### src/etrs_pkg.sv
// ----------------------------------------------------------------------------
// etrs_pkg: shared types and constants of the event time rank sorter
// Field widths, kind codes, rank classes, queue entry and back-end states.
// ----------------------------------------------------------------------------
package etrs_pkg;

    localparam int TIME_W          = 24;
    localparam int KIND_W          = 3;
    localparam int TAG_W           = 16;
    localparam int RANK_W          = 2;
    localparam int STORE_DEPTH_DEF = 64;
    localparam int QUEUE_DEPTH     = 4;

    typedef logic [KIND_W-1:0] t_kind;
    typedef logic [RANK_W-1:0] t_rank;

    localparam t_kind KIND_OTHER   = 3'd0;
    localparam t_kind KIND_NOTE_ON = 3'd1;
    localparam t_kind KIND_OFF     = 3'd2;
    localparam t_kind KIND_CHOKE   = 3'd3;
    localparam t_kind KIND_END     = 3'd4;

    localparam t_rank RANK_RELEASE = 2'd0;
    localparam t_rank RANK_OTHER   = 2'd1;
    localparam t_rank RANK_ATTACK  = 2'd2;

    typedef struct packed {
        logic [TIME_W-1:0] event_time;
        t_kind             event_kind;
        logic [TAG_W-1:0]  event_tag;
    } t_slot;

    typedef struct packed {
        t_slot slot;
        t_rank rank;
        logic  last;
    } t_entry;

    typedef enum logic {
        ST_COLLECT,
        ST_EMIT
    } t_back_state;

    function automatic t_rank kind_rank(input t_kind kind);
        t_rank rank;
        unique case (kind)
            KIND_OFF, KIND_CHOKE, KIND_END: rank = RANK_RELEASE;
            KIND_NOTE_ON:                   rank = RANK_ATTACK;
            default:                        rank = RANK_OTHER;
        endcase
        return rank;
    endfunction

endpackage

### src/etrs_if.sv
// ----------------------------------------------------------------------------
// etrs_if: channel interfaces of the event time rank sorter
// Valid/ready channels for incoming events and for sorted results.
// ----------------------------------------------------------------------------
interface etrs_in_if
    import etrs_pkg::*;
();
    logic              valid;
    logic              ready;
    logic [TIME_W-1:0] event_time;
    t_kind             event_kind;
    logic [TAG_W-1:0]  event_tag;
    logic              batch_last;

    modport source (output valid, event_time, event_kind, event_tag, batch_last,
                    input ready);
    modport sink   (input valid, event_time, event_kind, event_tag, batch_last,
                    output ready);
endinterface


### src/etrs_front.sv
// ----------------------------------------------------------------------------
// etrs_front: event intake stage
// Registers each incoming transaction and tags it with its kind rank.
// ----------------------------------------------------------------------------
module etrs_front
    import etrs_pkg::*;
(
    input  logic   i_clk,
    input  logic   i_rst_n,
    etrs_in_if.sink i_evt,
    output logic   o_push_valid,
    output t_entry o_push_data,
    input  logic   i_push_ready
);

    logic   r_valid;
    t_entry r_entry;
    t_entry n_entry;

    assign i_evt.ready = !r_valid || i_push_ready;

    always_comb begin
        n_entry.slot.event_time = i_evt.event_time;
        n_entry.slot.event_kind = i_evt.event_kind;
        n_entry.slot.event_tag  = i_evt.event_tag;
        n_entry.rank            = kind_rank(i_evt.event_kind);
        n_entry.last            = i_evt.batch_last;
    end

    always_ff @(posedge i_clk) begin
        if (!i_rst_n) begin
            r_valid <= 1'b0;
        end else if (i_evt.ready) begin
            r_valid <= i_evt.valid;
        end
    end

    always_ff @(posedge i_clk) begin
        if (i_evt.valid && i_evt.ready) begin
            r_entry <= n_entry;
        end
    end

    assign o_push_valid = r_valid;
    assign o_push_data  = r_entry;

endmodule

### src/flat_wrapper.sv
// flat-port wrapper written by rule: the top's interface ports become plain ports
module etrs_front_flat import etrs_pkg::*;
  (i_clk, i_rst_n, o_push_valid, o_push_data, i_push_ready, i_evt_valid, i_evt_event_time, i_evt_event_kind, i_evt_event_tag, i_evt_batch_last, i_evt_ready);
  etrs_in_if i_evt_i ();
  input  logic i_clk;
  input  logic i_rst_n;
  output logic o_push_valid;
  output t_entry o_push_data;
  input  logic i_push_ready;
  input wire logic [$bits(i_evt_i.valid)-1:0] i_evt_valid;
  input wire logic [$bits(i_evt_i.event_time)-1:0] i_evt_event_time;
  input wire logic [$bits(i_evt_i.event_kind)-1:0] i_evt_event_kind;
  input wire logic [$bits(i_evt_i.event_tag)-1:0] i_evt_event_tag;
  input wire logic [$bits(i_evt_i.batch_last)-1:0] i_evt_batch_last;
  output wire logic [$bits(i_evt_i.ready)-1:0] i_evt_ready;
  assign i_evt_i.valid = i_evt_valid;
  assign i_evt_i.event_time = i_evt_event_time;
  assign i_evt_i.event_kind = i_evt_event_kind;
  assign i_evt_i.event_tag = i_evt_event_tag;
  assign i_evt_i.batch_last = i_evt_batch_last;
  assign i_evt_ready = i_evt_i.ready;
  etrs_front u_core (.i_clk(i_clk), .i_rst_n(i_rst_n), .i_evt(i_evt_i), .o_push_valid(o_push_valid), .o_push_data(o_push_data), .i_push_ready(i_push_ready));
endmodule
### config.mk
export PLATFORM = sky130hd
export DESIGN_NAME = etrs_front_flat
export DESIGN_NICKNAME = d
export VERILOG_FILES = /design/src/etrs_pkg.sv /design/src/etrs_if.sv /design/src/etrs_front.sv /design/src/flat_wrapper.sv
export SDC_FILE = /design/constraint.sdc
export NUM_CORES = 1
export LEC_CHECK = 0
export BUFFER_PORTS_ARGS = -buffer_cell sky130_fd_sc_hd__buf_2
export CAP_MARGIN = 30
export CORE_ASPECT_RATIO = 1.2
export CORE_MARGIN = 2
export CORE_UTILIZATION = 40
export DETAILED_ROUTE_END_ITERATION = 10
export PLACE_DENSITY_LB_ADDON = 0.1
export SLEW_MARGIN = 10
export SYNTH_ARGS = -nofsm -noshare
export SYNTH_HDL_FRONTEND = slang
export SYNTH_SLANG_ARGS = --single-unit
### constraint.sdc
create_clock -name i_clk -period 1.62 [get_ports i_clk]
set_clock_uncertainty 0.2 [all_clocks]
set_input_delay 0.324 -clock i_clk [delete_from_list [all_inputs] [get_ports i_clk]]
set_output_delay 0.324 -clock i_clk [all_outputs]
set_load 0.02 [all_outputs]
* Yosys cells after proc, flatten, opt, wreduce, memory -nomap -nowiden
Index checks and enable logic that the tools add are counted.
** Word-level totals
- Register bits :: 47
- Output and inout bits :: 48
- Word-level logic and storage cells :: 15
** Cells by class
- Equal/unequal tests :: 4
- Mux-type cells :: 1
- Reduce and logical (&&, ||, !) cells :: 4
** Operator list (number)
- $eq 3x2->1 const B :: 2
- $pmux 2 s2 :: 1
- $eq 3x1->1 const B :: 1
- $eq 3x3->1 const B :: 1
- $reduce_or 3->1 :: 1
- $logic_and 1x1->1 :: 1
- $logic_not 1->1 :: 1
- $logic_or 1x1->1 :: 1

* Longest topological paths before layout
- Word-level depth :: 3
- Mapped depth :: 2
- Mapped depth without buffers :: 2

* Least setup slack after synthesis
No wires, ideal clock.
- Path kind :: register to register
- From :: register u_core.r_valid, in the netlist u_core.o_push_valid
- To :: register u_core.r_entry, in the netlist u_core.o_push_data[0], enable pin
- Setup time :: 0.363 ns
- Data arrival time :: 0.967 ns
- Data required time :: 1.057 ns
- Setup slack :: 0.090 ns
- Stages on the path, launching flop included :: 3
- Clock period less this slack :: 1.530 ns
- Cell sequence :: dfxtp_1 -> nand2b_4 -> and2_4
** Between the ends
- Cells in the longest elaborated chain, start to end :: 3
** RTL lines
- start: declaration :: line etrs_front.sv:16 : logic r_valid;
- start signal: assignment :: line etrs_front.sv:34 : r_valid <= i_evt.valid;
- $logic_not 1->1 :: line etrs_front.sv:20 : assign i_evt.ready = !r_valid || i_push_ready;
- $logic_or 1x1->1 :: line etrs_front.sv:20
- via i_evt_ready :: line flat_wrapper.sv:15 : output wire logic [$bits(i_evt_i.ready)-1:0] i_evt_ready;
- $logic_and 1x1->1 :: line etrs_front.sv:39 : if (i_evt.valid && i_evt.ready) begin
- end signal: assignment :: line etrs_front.sv:40 : r_entry <= n_entry;
- end: declaration :: line etrs_front.sv:17 : t_entry r_entry;
The timed path passes the listed nets, and every way through them passes these cells.
A chain may end at the register's enable or synchronous reset.

* Final worst setup path
- From :: register u_core.r_valid, in the netlist u_core.o_push_valid
- To :: output port i_evt_ready
** Between the ends
- Cells in the longest elaborated chain, start to end :: 2
** RTL lines (line)
- $logic_not 1->1 :: etrs_front.sv:20
- $logic_or 1x1->1 :: etrs_front.sv:20
- end: declaration :: flat_wrapper.sv:15
Every way passes these cells.

==> flow_results.org <==
** Die
- In this run the horizontal extent of the chip is 59.1 um.
- Floorplan die area :: 4150 um^2
- Row cnt :: 24
- Effective utilization at floorplan :: 40.8%
- For this design the top-level I/O count stands at 96.
- The floorplan step defined a core boundary enclosing 3570 um^2.
- Vert. Die Dim :: 70.2 um

** Power
- Share of total power in sequential cells :: 60.6%
- In this run switching power makes up 21.7% of total power.
- Clk network pwr share :: 26.3%
- IR analysis of the VDD net gives a maximum drop of 681 uV.
- Combinational fraction of design power :: 13.1%
- Sw Pwr :: 0.514 mW
- Pint :: 1.85 mW
- For this design the ratio of total power to cell area is 1010 nW/um^2.
- Total leakage power :: 1.02 nW

** Flow run
- # Max-Cap Violations :: 0

** Route
- The detail route stage leaves a number of antenna-violating nets equal to 0.
- Total Wirelength :: 2730 um
- After the first detailed-routing iteration, the DRC count stood at 19.
- In the final routed layout, each cell accounts on average for 12.2 um.
- Before antenna repair, the detailed router went through 4 iterations.
- Overall via count from detail_route :: 991
- Using the TritonRoute via totals, the vias-per-cell ratio works out to 4.42.
- DRC errors left :: 0

** Place
- The count of buffers added on input and output ports is 95.
- Number of placed cells counting well taps :: 190
- Routability congestion estimate from global placement :: 0.678
- Summing all placed instances gives a cell area of 2010 um^2.
- HPWL after detailed placement :: 1990 um

** Critical path
- End of the worst register-to-register path :: u_core.o_push_data[38]
- Worst r2r path cells :: 3
- Data arrival, critical path :: 0.88 ns
- STA classifies the critical path endpoint as a primary output.
- Critical-path maximum fanout :: 3
- In this run the critical register-to-register path is launched from u_core.o_push_valid.
- The worst setup path is launched from a flip-flop.
- By startpoint and endpoint, the worst setup path is classified as flip-flop to primary output.
- WP data required :: 1.10 ns
- Reg-to-reg setup timing slack :: 0.29 ns

** Final layout
- Cells fill 65.8% of the core in the end.
- The area growth from synthesis to layout is 61.1%.
- Total number of nets in the final design :: 232
- The finished layout holds 224 standard cells, fillers aside.
- The number of antenna diodes in the final layout is 0.
- Fraction of final layout cells sized beyond drive strength 1 :: 56.8%
- Filler instances :: 259
- Fin area :: 2350 um^2

** CTS
- Post-CTS resize count :: 0
- CTS built an H-tree with a depth of 2.
- CTS root buffer :: sky130_fd_sc_hd__clkbuf_8
- Sinks on Clock Net :: 47
- Clock tree synthesis inserted a total of 5 buffers.
- Worst-case clock buffer depth :: 2
- TritonCTS built the clock tree.
- Reg clk slew, reported paths :: 0.07 ns
- Source-to-sink clock delay at the later pin of the worst-skew pair :: 0.28 ns

** Worst hold path
- Hold path startpoint :: i_evt_event_tag[13]
- The min-delay analysis places its worst path in the category input port to flip-flop.
- Worst hold endpoint :: u_core.o_push_data[16]
- WHS Path Cells :: 1

** STA
- Setup violations remaining at the end of the flow were counted as 0.
- The max-slew violation count came to 0.
- Hold timing on the final database bottoms out at a slack of 0.0121 ns.
- For the pin with the worst max-slew slack, the measured transition is 0.201 ns.
- RSZ-0062 raised after global routing :: no
- Timing would allow up to 714 MHz.
- In this run the tightest slew margin relative to its limit is 86.6%.
- After routing, the total negative slack on setup checks comes to 0 ns.
- Final period utilization :: 86.5%
- The number of hold violations in the final report was 0.
- The worst path in the final design needs a cycle of 1.40 ns, including I/O delays and setup.

** Global routing
- Global routing used 13.1% of the available tracks across all layers.
- Initial antenna violation count :: 0
- The first global-routing pass estimated 3850 um of wire.
- Entering global routing, the biggest net connects 30 pins.
- For this run the aggregate overflow at the end of global routing stands at 0.
- Number of global-route vias before repair :: 957

** Synth
- The synthesized design contains 47 register bits.
- Counting every net in the synthesized netlist gives 102.
- The cell area that synthesis handed to floorplanning was 1460 um^2.
- Sequential element share of the synthesized area :: 96.1%
- Synth warnings :: 0
- Avg Synthesized Cell Area :: 27.0 um^2
- Synthesis instantiated 9 different standard cells from the library.
- Cells after Synth :: 54

** Outcome
- The run finished with clean final reports.
==> repair_timing <==
item,in CTS,in global routing
endpoints found under the hold margin,12,14
hold buffers,12,14
setup buffers,0,0
setup endpoints to repair,0,0
==> through the flow <==
step           setup slack, ns  total power [mW]
4_1_cts                  0.199              2.38
6_report                 0.219              2.37
3_5_place_dp             0.164              1.73
2_1_floorplan           0.0898              1.59
5_1_grt                  0.168              2.47
3_3_place_gp             0.193              1.72
==> cell usage in the layout (no fill, tap or decap) <==
cell,instances
sky130_fd_sc_hd__clkbuf_1,1
sky130_fd_sc_hd__nand2b_4,1
sky130_fd_sc_hd__and2_4,1
sky130_fd_sc_hd__buf_12,1
sky130_fd_sc_hd__buf_4,1
sky130_fd_sc_hd__dlygate4sd3_1,26
sky130_fd_sc_hd__buf_2,95
sky130_fd_sc_hd__nor2_1,1
sky130_fd_sc_hd__edfxtp_1,46
sky130_fd_sc_hd__xor2_1,1
sky130_fd_sc_hd__a21boi_2,1
sky130_fd_sc_hd__inv_1,1
sky130_fd_sc_hd__dfxtp_1,1
sky130_fd_sc_hd__nor3b_1,1
sky130_fd_sc_hd__clkbuf_8,5
sky130_fd_sc_hd__clkinv_1,2
==> area by class of cell <==
cell class | count | area, um^2 | share of cell area, %
Clock buffer | 6 | 72.6 | 3.09
Clock inverter | 2 | 7.51 | 0.319
Inverter | 1 | 3.75 | 0.160
Multi-Input combinational cell | 6 | 53.8 | 2.29
Sequential cell | 47 | 1400 | 59.6
Tap cell | 39 | 48.8 | 2.08
Timing Repair Buffer | 123 | 763 | 32.5
==> worst max path at each step <==
stage | start | end | slack (ns) | cells past startpoint
final | u_core.o_push_valid | i_evt_ready | 0.22 | 2
after global routing | u_core.o_push_valid | i_evt_ready | 0.17 | 2
after CTS | u_core.o_push_valid | i_evt_ready | 0.20 | 2
after detailed placement | i_push_ready | u_core.o_push_data[0] | 0.16 | 4
after global placement | i_push_ready | u_core.o_push_data[0] | 0.19 | 4
after floorplan | u_core.o_push_valid | u_core.o_push_data[0] | 0.09 | 2
==> worst max-delay path, stage by stage (launching register included) <==
cell                       delay (ns)
sky130_fd_sc_hd__dfxtp_1         0.37
sky130_fd_sc_hd__nand2b_4        0.07
sky130_fd_sc_hd__buf_2           0.15
==> cell usage after synthesis <==
library cell,n,area (um^2)
sky130_fd_sc_hd__nor3b_1,1,7.51
sky130_fd_sc_hd__nand2b_4,1,13.8
sky130_fd_sc_hd__xor2_1,1,8.76
sky130_fd_sc_hd__dfxtp_1,1,20.0
sky130_fd_sc_hd__a21boi_2,1,11.3
sky130_fd_sc_hd__and2_4,1,8.76
sky130_fd_sc_hd__edfxtp_1,46,1380
sky130_fd_sc_hd__inv_1,1,3.75
sky130_fd_sc_hd__nor2_1,1,3.75
==> layer usage <==
layer | up-vias | part of all wire [%] | wire (um) | GRT usage [%]
met4 | 0 | 2.5 | 69 | 7.32
met2 | 53 | 56 | 1540 | 23.1
li1 | 471 | - | - | -
met1 | 460 | 32 | 880 | 11.1
met3 | 7 | 8.9 | 243 | 7.04
met5 | - | 0 | 0 | 0
==> power groups by stage <==
| stage | Clock [mW] | Combinational, mW | Sequential (mW) |
|---|---|---|---|
| after floorplan | 0 | 0.0324 | 1.56 |
| after global placement | 0 | 0.259 | 1.46 |
| after detailed placement | 0 | 0.264 | 1.46 |
| after CTS | 0.657 | 0.287 | 1.44 |
| after global routing | 0.700 | 0.331 | 1.44 |
| final | 0.623 | 0.311 | 1.43 |
==> sequential cells by signal, indices dropped and copies added (netlist names) <==
name / cells
u_core.o_push_data: 46
u_core.o_push_valid: 1
==> cells by family (layout without fill, tap and decap cells) <==
| group | count (synthesis) | after routing | share of synthesized area, % |
|---|---|---|---|
| AO/OA/AOI/OAI | 1 | 1 | 0.772 |
| XOR/XNOR | 1 | 1 | 0.600 |
| flip-flops | 47 | 47 | 96.1 |
| AND/OR/NAND/NOR | 4 | 4 | 2.32 |
| buffers and inverters | 1 | 132 | 0.257 |
Note: power is estimated with default switching activity, not from simulation.
