<file path="src/etrs_pkg.sv">
// ----------------------------------------------------------------------------
// etrs_pkg: shared types and constants of the event time rank sorter
// Field widths, kind codes, rank classes, queue entry and back-end states.
// ----------------------------------------------------------------------------
package etrs_pkg;

    localparam int TIME_W          = 24;
    localparam int KIND_W          = 3;
    localparam int TAG_W           = 16;
    localparam int RANK_W          = 2;
    localparam int STORE_DEPTH_DEF = 64;
    localparam int QUEUE_DEPTH     = 4;

    typedef logic [KIND_W-1:0] t_kind;
    typedef logic [RANK_W-1:0] t_rank;

    localparam t_kind KIND_OTHER   = 3'd0;
    localparam t_kind KIND_NOTE_ON = 3'd1;
    localparam t_kind KIND_OFF     = 3'd2;
    localparam t_kind KIND_CHOKE   = 3'd3;
    localparam t_kind KIND_END     = 3'd4;

    localparam t_rank RANK_RELEASE = 2'd0;
    localparam t_rank RANK_OTHER   = 2'd1;
    localparam t_rank RANK_ATTACK  = 2'd2;

    typedef struct packed {
        logic [TIME_W-1:0] event_time;
        t_kind             event_kind;
        logic [TAG_W-1:0]  event_tag;
    } t_slot;

    typedef struct packed {
        t_slot slot;
        t_rank rank;
        logic  last;
    } t_entry;

    typedef enum logic {
        ST_COLLECT,
        ST_EMIT
    } t_back_state;

    function automatic t_rank kind_rank(input t_kind kind);
        t_rank rank;
        unique case (kind)
            KIND_OFF, KIND_CHOKE, KIND_END: rank = RANK_RELEASE;
            KIND_NOTE_ON:                   rank = RANK_ATTACK;
            default:                        rank = RANK_OTHER;
        endcase
        return rank;
    endfunction

endpackage

</file>
<file path="src/etrs_queue.sv">
// ----------------------------------------------------------------------------
// etrs_queue: decoupling FIFO between intake and sorter back end
// Small circular buffer of classified events.
// ----------------------------------------------------------------------------
module etrs_queue
    import etrs_pkg::*;
#(
    parameter int DEPTH = QUEUE_DEPTH
) (
    input  logic   i_clk,
    input  logic   i_rst_n,
    input  logic   i_push_valid,
    input  t_entry i_push_data,
    output logic   o_push_ready,
    output logic   o_pop_valid,
    output t_entry o_pop_data,
    input  logic   i_pop
);

    localparam int PTR_W = (DEPTH > 1) ? $clog2(DEPTH) : 1;
    localparam int CNT_W = $clog2(DEPTH + 1);

    t_entry             r_mem [DEPTH];
    logic [PTR_W-1:0]   r_wr_ptr;
    logic [PTR_W-1:0]   r_rd_ptr;
    logic [CNT_W-1:0]   r_count;
    logic               push;
    logic               pop;

    assign o_push_ready = (r_count != CNT_W'(DEPTH));
    assign o_pop_valid  = (r_count != '0);
    assign o_pop_data   = r_mem[r_rd_ptr];
    assign push         = i_push_valid && o_push_ready;
    assign pop          = i_pop && o_pop_valid;

    always_ff @(posedge i_clk) begin
        if (!i_rst_n) begin
            r_wr_ptr <= '0;
            r_rd_ptr <= '0;
            r_count  <= '0;
        end else begin
            if (push) begin
                r_wr_ptr <= (r_wr_ptr == PTR_W'(DEPTH - 1)) ? '0 : r_wr_ptr + 1'b1;
            end
            if (pop) begin
                r_rd_ptr <= (r_rd_ptr == PTR_W'(DEPTH - 1)) ? '0 : r_rd_ptr + 1'b1;
            end
            if (push && !pop) begin
                r_count <= r_count + 1'b1;
            end else if (pop && !push) begin
                r_count <= r_count - 1'b1;
            end
        end
    end

    always_ff @(posedge i_clk) begin
        if (push) begin
            r_mem[r_wr_ptr] <= i_push_data;
        end
    end

endmodule

</file>
<file path="config.mk">
export PLATFORM = sky130hd
export DESIGN_NAME = etrs_queue
export DESIGN_NICKNAME = d
export VERILOG_FILES = /design/src/etrs_pkg.sv /design/src/etrs_queue.sv
export SDC_FILE = /design/constraint.sdc
export NUM_CORES = 1
export LEC_CHECK = 0
export BUFFER_PORTS_ARGS = -buffer_cell sky130_fd_sc_hd__buf_2
export CORE_MARGIN = 2
export CORE_UTILIZATION = 50
export DETAILED_ROUTE_END_ITERATION = 12
export PLACE_DENSITY = 0.72
export RECOVER_POWER = 50
export SETUP_SLACK_MARGIN = 0.5
export SKIP_CTS_REPAIR_TIMING = 1
export SYNTH_ARGS = -nofsm -noshare
export SYNTH_HDL_FRONTEND = slang
export SYNTH_SLANG_ARGS = --single-unit
</file>
<file path="constraint.sdc">
create_clock -name i_clk -period 4.2 [get_ports i_clk]
set_input_delay 0.42 -clock i_clk [delete_from_list [all_inputs] [get_ports i_clk]]
set_output_delay 0.42 -clock i_clk [all_outputs]
set_load 0.05 [all_outputs]
</file>
# Yosys cells after proc, flatten, opt, wreduce, memory -nomap -nowiden
# Memory sizes are Yosys's and may differ from the RTL's. A register that Yosys moved wholly into a read port is not among the register bits.
# Index checks and enable logic that the tools add are counted.
# Widths: inputs -> output; s select.
# totals
ff_bits	7
ram_bits	184
inputBits	50
output_inout_bits	48
wordCells	27
mem_count	1
# memory_table
memory	depth	width	rd	rd_ports_with_merged_regs	write_ports	line_no	text
r_mem	4	46	1	1	1	etrs_queue.sv:23	t_entry r_mem [DEPTH];
# op_classes
addsub	4
eq_ne	3
n_mux	8
n_reduce_logical	8
# op_table
op	count
$mux 2	4
$mux 3	2
$add 2x1->2 const B	2
$eq 2x2->1 const B	2
$logic_and 1x1->1	4
$add 3x1->3 const B	1
$ne 3x3->1 const B	1
$reduce_bool 3->1	1
$sub 3x1->3 const B	1
$logic_not 1->1	2
$mux 1	2
$reduce_bool 2->1	1

# Logic depth before layout (Yosys ltp)
# Gate-level depths: netlist of the first run.
# logic_depth
depth_word	6
ltp_mapped	9
ltp_nobuf	8

# Worst setup path after synthesis of the first run
# No wires, ideal clock.
# synth_timing
path_type	register to register
start	register r_count[0]
end	register r_count[2]
setup_ns	0.076
t_arrival_ns	2.155
required_ns	4.124
setup_slack_ns	1.969
path_stages_with_launch	10
n_path_buf	1
period_less_slack_ns	2.231
cell_sequence	dfxtp_1 or3b_1 buf_6 and2_4 ha_1 inv_1 fa_1 xor2_1 or3_2 a21boi_0
# synth_between
elab_chain_len	5
elab_cells_between_ends	13
classes_between	2 x add/sub; 1 x eq/ne; 2 x mux; 8 x reduce/logical
# synth_rtl
element	line_no	text
start: declaration	etrs_queue.sv:26	logic [CNT_W-1:0] r_count;
start signal: assignment	etrs_queue.sv:49	r_count <= r_count + 1'b1;
start signal: assignment	etrs_queue.sv:51	r_count <= r_count - 1'b1;
$ne 3x3->1 (*)	etrs_queue.sv:30	assign o_push_ready = (r_count != CNT_W'(DEPTH));
named net o_push_ready	etrs_queue.sv:14	output logic o_push_ready,
$logic_and 1x1->1 (*)	etrs_queue.sv:33	assign push = i_push_valid && o_push_ready;
named net push	etrs_queue.sv:27	logic push;
$logic_not 1->1	etrs_queue.sv:50	end else if (pop && !push) begin
$logic_and 1x1->1	etrs_queue.sv:50	
$reduce_bool 2->1 (no source line)	--	
# Mark *: on every way through the listed nets, which the timed path passes. The rest lies on a longest branch. The select of a mux whose other input is x is not followed.
# A chain may end at the register's enable or synchronous reset.

==> flow_metrics.env, run 1 <==
export IMPL_die_w_microns=123
export IMPL_ant_nets=0
export IMPL_grt_overflow=0
export IMPL_critical_path_required_ns=3.78
export IMPL_rows=43
export IMPL_fillCellCount=1006
export IMPL_drt_total_wl_mm=12.0
export IMPL_crit_path_top_delay_cell="dfxtp_2"
export IMPL_track_usage=0.171
export IMPL_routed_via_density=5.53
export IMPL_worst_slew_pin_slew_ns=1.60
export IMPL_worst_ir_drop_vdd_uv=390
export IMPL_max_freq_ghz=0.353
export IMPL_leakage_nw=2.75
export IMPL_grt_pass1_wl_mm=18.2
export IMPL_slew_limit_headroom=-0.0646
export IMPL_r2r_worst_path_cells=3
export IMPL_cp_endpoint="o_pop_data[28]"
export IMPL_final_hold_violation_count=0
export IMPL_crit_cells=3
export IMPL_cp_top_family="flip-flops"
export IMPL_reg2reg_from="r_count[0]"
export IMPL_synth_area_sq_um=7110
export IMPL_setup_tns_final_ns=0
export IMPL_top_usage_layer="met2"
export IMPL_final_common_cell="edfxtp_1"
export IMPL_clkLatencyLatePin_ns=0.43
export IMPL_vias=3280
export IMPL_path_cells="buf_4, mux4_2, buf_2"
export IMPL_critPathLaunchType="flop"
export IMPL_cts_root_buf="clkbuf_16"
export IMPL_post_place_ws_ns=1.71
export IMPL_hold_path_class="in -> reg"
export IMPL_status="finished with violations"
export IMPL_hpwl_mm=7.10
export IMPL_grt_max_degree=47
export IMPL_cpPeakStageDelay_ns=1.11
export IMPL_cts_tree="done"
export IMPL_avgSynthCellArea_sq_um=24.4
export IMPL_nets=457
export IMPL_final_setup_viol_count=0
export IMPL_synth_cell_types=27
export IMPL_antenna_found_initial=0
export IMPL_layout_min_cycle_time_ns=2.83
export IMPL_antenna_cells=0
export IMPL_rsz0062_at_grt="no"
export IMPL_gr_usage_met3=0.0609
export IMPL_synth_nets=348
export IMPL_fin_ws_ns=1.37
export IMPL_die_height_microns=123
export IMPL_synth_warnings=0
export IMPL_core_sq_um=13900
export IMPL_drv_cap=1
export IMPL_crit_fanout=42
export IMPL_clock_path_buffers=2
export IMPL_portBuffers=97
export IMPL_wl_per_cell_microns=20.2
export IMPL_r2r_slack_ns=1.45
export IMPL_die_area_sq_um=15200
export IMPL_violations="max-capacitance violations, max-slew violations"
export IMPL_cp_num_buf_inv=2
export IMPL_drc_errors=0
export IMPL_grtUsageMet1=0.215
export IMPL_design_area_sq_um=8380
export IMPL_seq_area_frac_synth=0.802
export IMPL_drv_slew=30
export IMPL_clkTransAtPathRegs_ns=0.06
export IMPL_placed_area_sq_um=7790
export IMPL_synthesis_instances=291
export IMPL_ioPinCount=98
export IMPL_routabilityCongestion=0.731
export IMPL_r2r_end="r_mem[3][4]"
export IMPL_dr_first_iter_drc_count=229
export IMPL_initial_core_util=0.512
export IMPL_dr_pass1_iters=4
export IMPL_fin_crit_sh=0.674
export IMPL_grt_pass1_vias=3388
export IMPL_grt_use_met2=0.264
export IMPL_layout_common_cells="184 x edfxtp_1, 51 x buf_2, 47 x clkbuf_1"
export IMPL_end_kind="primary output"
export IMPL_cp_arrival_ns=2.41
export IMPL_clkSinkCount=193
export IMPL_htreeDepth=4
export IMPL_skew_ns=0.00634
export IMPL_ys_seq_elements=193
export IMPL_area_delta_synth_final_pct=17.8
export IMPL_cts_buffers_inserted=17
export IMPL_drive_gt1_frac=0.339
export IMPL_hold_ws_ns=0.245
export IMPL_p_per_area_nw_per_um2=689
export IMPL_critPathKind="reg -> out"
[kinds of logic (layout without fill, tap and decap cells)]
logic type,after synthesis,in the layout,synth area share
adders and majority gates,7,7,0.0134
DFF,193,193,0.802
buffers and inverters,15,137,0.0120
muxes,48,48,0.148
AOI/OAI and AO/OA,6,6,0.00493
and+or+nand+nor,20,20,0.0165
xor gates and xnor gates,2,2,0.00246
[synthesized netlist by cell type]
cell	instances	area [sq um]
o21ai_0	3	15.0
nor2_1	2	7.51
mux2i_1	2	20.0
inv_1	3	11.3
buf_6	1	11.3
o31ai_1	1	7.51
edfxtp_1	184	5530
dfxtp_1	9	180
nand4_1	1	6.26
and2_1	1	6.26
a21boi_0	1	7.51
or3b_1	1	8.76
mux4_2	46	1040
nor2b_1	1	6.26
buf_4	4	30.0
ha_1	6	75.1
clkbuf_1	2	7.51
and2_4	1	8.76
o21ai_1	1	5.00
nand3_1	2	10.0
and3_2	4	30.0
xor2_1	1	8.76
fa_1	1	20.0
or3_2	2	15.0
nand2_1	5	18.8
xnor2_1	1	8.76
buf_2	5	25.0
[metrics by stage]
step,std cells,utilization,power [mW]
3_5_place_dp,561,0.561,4.13
6_report,593,0.604,5.77
3_3_place_gp,561,0.561,4.10
5_1_grt,593,0.604,5.99
2_1_floorplan,291,-,3.77
4_1_cts,593,0.608,5.85
[flip-flops by register name, summed over array words and instances, names as in the netlist, named ones only]
name,cells
r_mem,184
r_count,3
r_rd_ptr,2
r_wr_ptr,2
[worst min-delay path by stage]
stage	endpoint	start	cells after the start
floorplan	r_wr_ptr[1]	r_wr_ptr[1]	2
finish	r_mem[1][34]	i_push_data[34]	1
global route	r_mem[1][10]	i_push_data[10]	1
CTS	r_mem[1][10]	i_push_data[10]	1
global placement	r_wr_ptr[1]	r_wr_ptr[1]	2
detailed placement	r_wr_ptr[1]	r_wr_ptr[1]	2
[cell type report]
cell class / instances / area (sq um) / area share
Tap cell: 180 / 225 / 0.0269
Clock buffer: 23 / 498 / 0.0594
Inverter: 3 / 11.3 / 0.00134
Sequential cell: 193 / 5710 / 0.681
Multi-Input combinational cell: 83 / 1320 / 0.157
Clock inverter: 9 / 153 / 0.0182
Timing Repair Buffer: 102 / 465 / 0.0555
[layer usage]
metal  vias to the layer above  wire [microns]
li1                       1444               -
met1                      1692            4760
met2                       120            5930
met3                        24             975
met4                         0             306
met5                         -               0
[where the power goes]
part / internal [mW] / switching (mW)
Combinational: 0.497 / 1.04
Sequential: 2.34 / 0.181
Clock: 1.07 / 0.641
No activity file was read; power rests on OpenSTA's default activity.
==> run 2: changes to the inputs <==
--- a/config.mk
+++ b/config.mk
@@ -9,7 +9,7 @@
 export CORE_MARGIN = 2
 export CORE_UTILIZATION = 50
 export DETAILED_ROUTE_END_ITERATION = 12
-export PLACE_DENSITY = 0.72
+export PLACE_DENSITY = 0.75
 export RECOVER_POWER = 50
 export SETUP_SLACK_MARGIN = 0.5
 export SKIP_CTS_REPAIR_TIMING = 1
==> constraint.sdc (replaced) <==
create_clock -name i_clk -period 2.44 [get_ports i_clk]
set_input_delay 0.244 -clock i_clk [delete_from_list [all_inputs] [get_ports i_clk]]
set_output_delay 0.244 -clock i_clk [all_outputs]
set_load 0.05 [all_outputs]
==> run 2 against run 1 <==
  * The run now ends clean
  * Largest power group unchanged
  * Worst hold slack worse by 0.17 ns
  * First-iteration DRC count down 0.87%
  * Critical path type is now reg -> reg
  * Core utilization up 3.8 points
  * Critical endpoint is now r_count[2]
  * Clock power up 48%
  * Clock skew about the same
  * Combinational power up 140%
  * Critical path depth up 5
==> flow_metrics.env, run 2 (same netlist as run 1, synthesis figures left out) <==
export IMPL_status="complete, no violations"
export IMPL_critPathLaunchType="flop"
export IMPL_setup_tns_final_ns=0
export IMPL_vias=3338
export IMPL_hold_path_class="in -> reg"
export IMPL_htreeDepth=4
export IMPL_p_seq_frac=0.400
export IMPL_area_delta_synth_final_pct=25.3
export IMPL_portBuffers=97
export IMPL_crit_fanout=4
export IMPL_routed_via_density=5.45
export IMPL_grt_pass1_wl_mm=18.4
export IMPL_final_setup_viol_count=0
export IMPL_core_sq_um=13900
export IMPL_cts_tree="done"
export IMPL_dr_wl_met3_microns=689
export IMPL_drive_gt1_frac=0.384
export IMPL_p_clk_frac=0.243
export IMPL_critPathKind="reg -> reg"
export IMPL_layout_min_cycle_time_ns=2.15
export IMPL_drt_met1_wl_mm=5.21
export IMPL_rows=43
export IMPL_wl_per_cell_microns=21.0
export IMPL_die_height_microns=123
export IMPL_routabilityCongestion=0.681
export IMPL_dr_pass1_iters=4
export IMPL_clkLatencyLatePin_ns=0.42
export IMPL_worst_ir_drop_vdd_uv=582
export IMPL_switching_power_mw=3.45
export IMPL_holdCritStartpoint="i_push_data[27]"
export IMPL_rsz0062_at_grt="yes"
export IMPL_largestRegisters="r_mem x184, r_count x3"
export IMPL_hpwl_mm=7.46
export IMPL_highest_layer="met4"
export IMPL_clkTransAtPathRegs_ns=0.07
export IMPL_skew_ns=0.00670
export IMPL_initial_core_util=0.512
export IMPL_hold_ws_ns=0.0702
export IMPL_critical_path_required_ns=2.79
export IMPL_clock_path_buffers=2
export IMPL_drv_cap=0
export IMPL_top_register="r_mem"
export IMPL_leakage_nw=2.92
export IMPL_post_place_ws_ns=0.270
export IMPL_antenna_found_initial=0
export IMPL_intPower_mw=6.98
export IMPL_cts_buffers_inserted=17
export IMPL_max_freq_ghz=0.466
export IMPL_final_hold_violation_count=0
export IMPL_fin_crit_sh=0.880
export IMPL_cp_arrival_ns=2.50
export IMPL_slew_limit_headroom=0.636
export IMPL_fin_ws_ns=0.294
export IMPL_p_per_area_nw_per_um2=1170
export IMPL_die_w_microns=123
export IMPL_sw_frac_of_total=0.331
export IMPL_power_total_mw=10.4
export IMPL_die_area_sq_um=15200
export IMPL_dr_first_iter_drc_count=227
export IMPL_largest_reg_flops=184
export IMPL_combPwrFrac=0.357
export IMPL_drc_errors=0
export IMPL_grt_pass1_vias=3440
export IMPL_worst_slew_pin_slew_ns=0.546
export IMPL_reg2reg_from="r_count[2]"
export IMPL_cp_startpoint="r_count[2]"
export IMPL_final_common_cell="edfxtp_1"
export IMPL_ant_nets=0
export IMPL_antenna_cells=0
export IMPL_wl_met2_mm=6.71
export IMPL_track_usage=0.171
export IMPL_nets=476
export IMPL_layout_common_cells="184 x edfxtp_1, 47 x clkbuf_1, 46 x mux4_2, 46 x buf_6, 20 x clkbuf_16"
export IMPL_clkSinkCount=193
export IMPL_grt_max_degree=37
export IMPL_drv_slew=0
export IMPL_drt_total_wl_mm=12.8
export IMPL_end_kind="flop"
export IMPL_cts_root_buf="clkbuf_16"
export IMPL_grt_overflow=0
export IMPL_ioPinCount=98
## run 2: cell types whose count changed in the layout (fill, tap and decap cells not counted), sizes merged
cell      previous run  this run
bufinv               4         1
buf                 56        69
clkinv               5         9
clkinvlp             0         5
## run 2: per-layer routing
metal  GRT usage  vias to the layer above
met4      0.0788                        0
met2       0.281                       99
li1            -                     1484
met3      0.0507                       16
met5           0                        -
met1       0.210                     1739
## run 2: power by group through the flow
stage | registers [mW] | logic, mW | clock network, mW
5_1_grt | 4.19 | 3.91 | 2.72
2_1_floorplan | 4.17 | 2.36 | 0
3_3_place_gp | 4.26 | 2.94 | 0
6_report | 4.17 | 3.72 | 2.54
3_5_place_dp | 4.29 | 2.98 | 0
4_1_cts | 4.22 | 2.99 | 2.58
## run 2: critical path, cell delays in order, from the launching register on
cell	delay [ns]
dfxtp_1	0.43
or3b_1	0.45
and2_0	0.20
ha_2	0.21
inv_2	0.05
fa_2	0.22
xor2_2	0.08
or3_4	0.33
a21boi_2	0.12
## run 2: final timing paths
check,to,slack [ns],cells after the start
max,r_count[2],0.29,8
min,r_mem[3][27],0.07,1
max reg2reg,r_count[2],0.29,8
min reg2reg,r_wr_ptr[1],0.50,2
## run 2: final cells by class
cell class | count | area, sq um
clock buffer | 17 | 425
tap | 180 | 225
inverter | 3 | 11.3
sequential | 193 | 5720
timing repair buffer | 121 | 1060
multi-input combinational | 83 | 1350
fill | 951 | 4970
clock inverter | 15 | 121
## run 2: stage by stage
stage / util / cell area [sq um] / std cells
6_report: 0.642 / 8910 / 612
5_1_grt: 0.642 / 8910 / 612
4_1_cts: 0.610 / 8470 / 595
3_3_place_gp: 0.571 / 7920 / 563
3_5_place_dp: 0.571 / 7920 / 563
2_1_floorplan: - / 7140 / 291
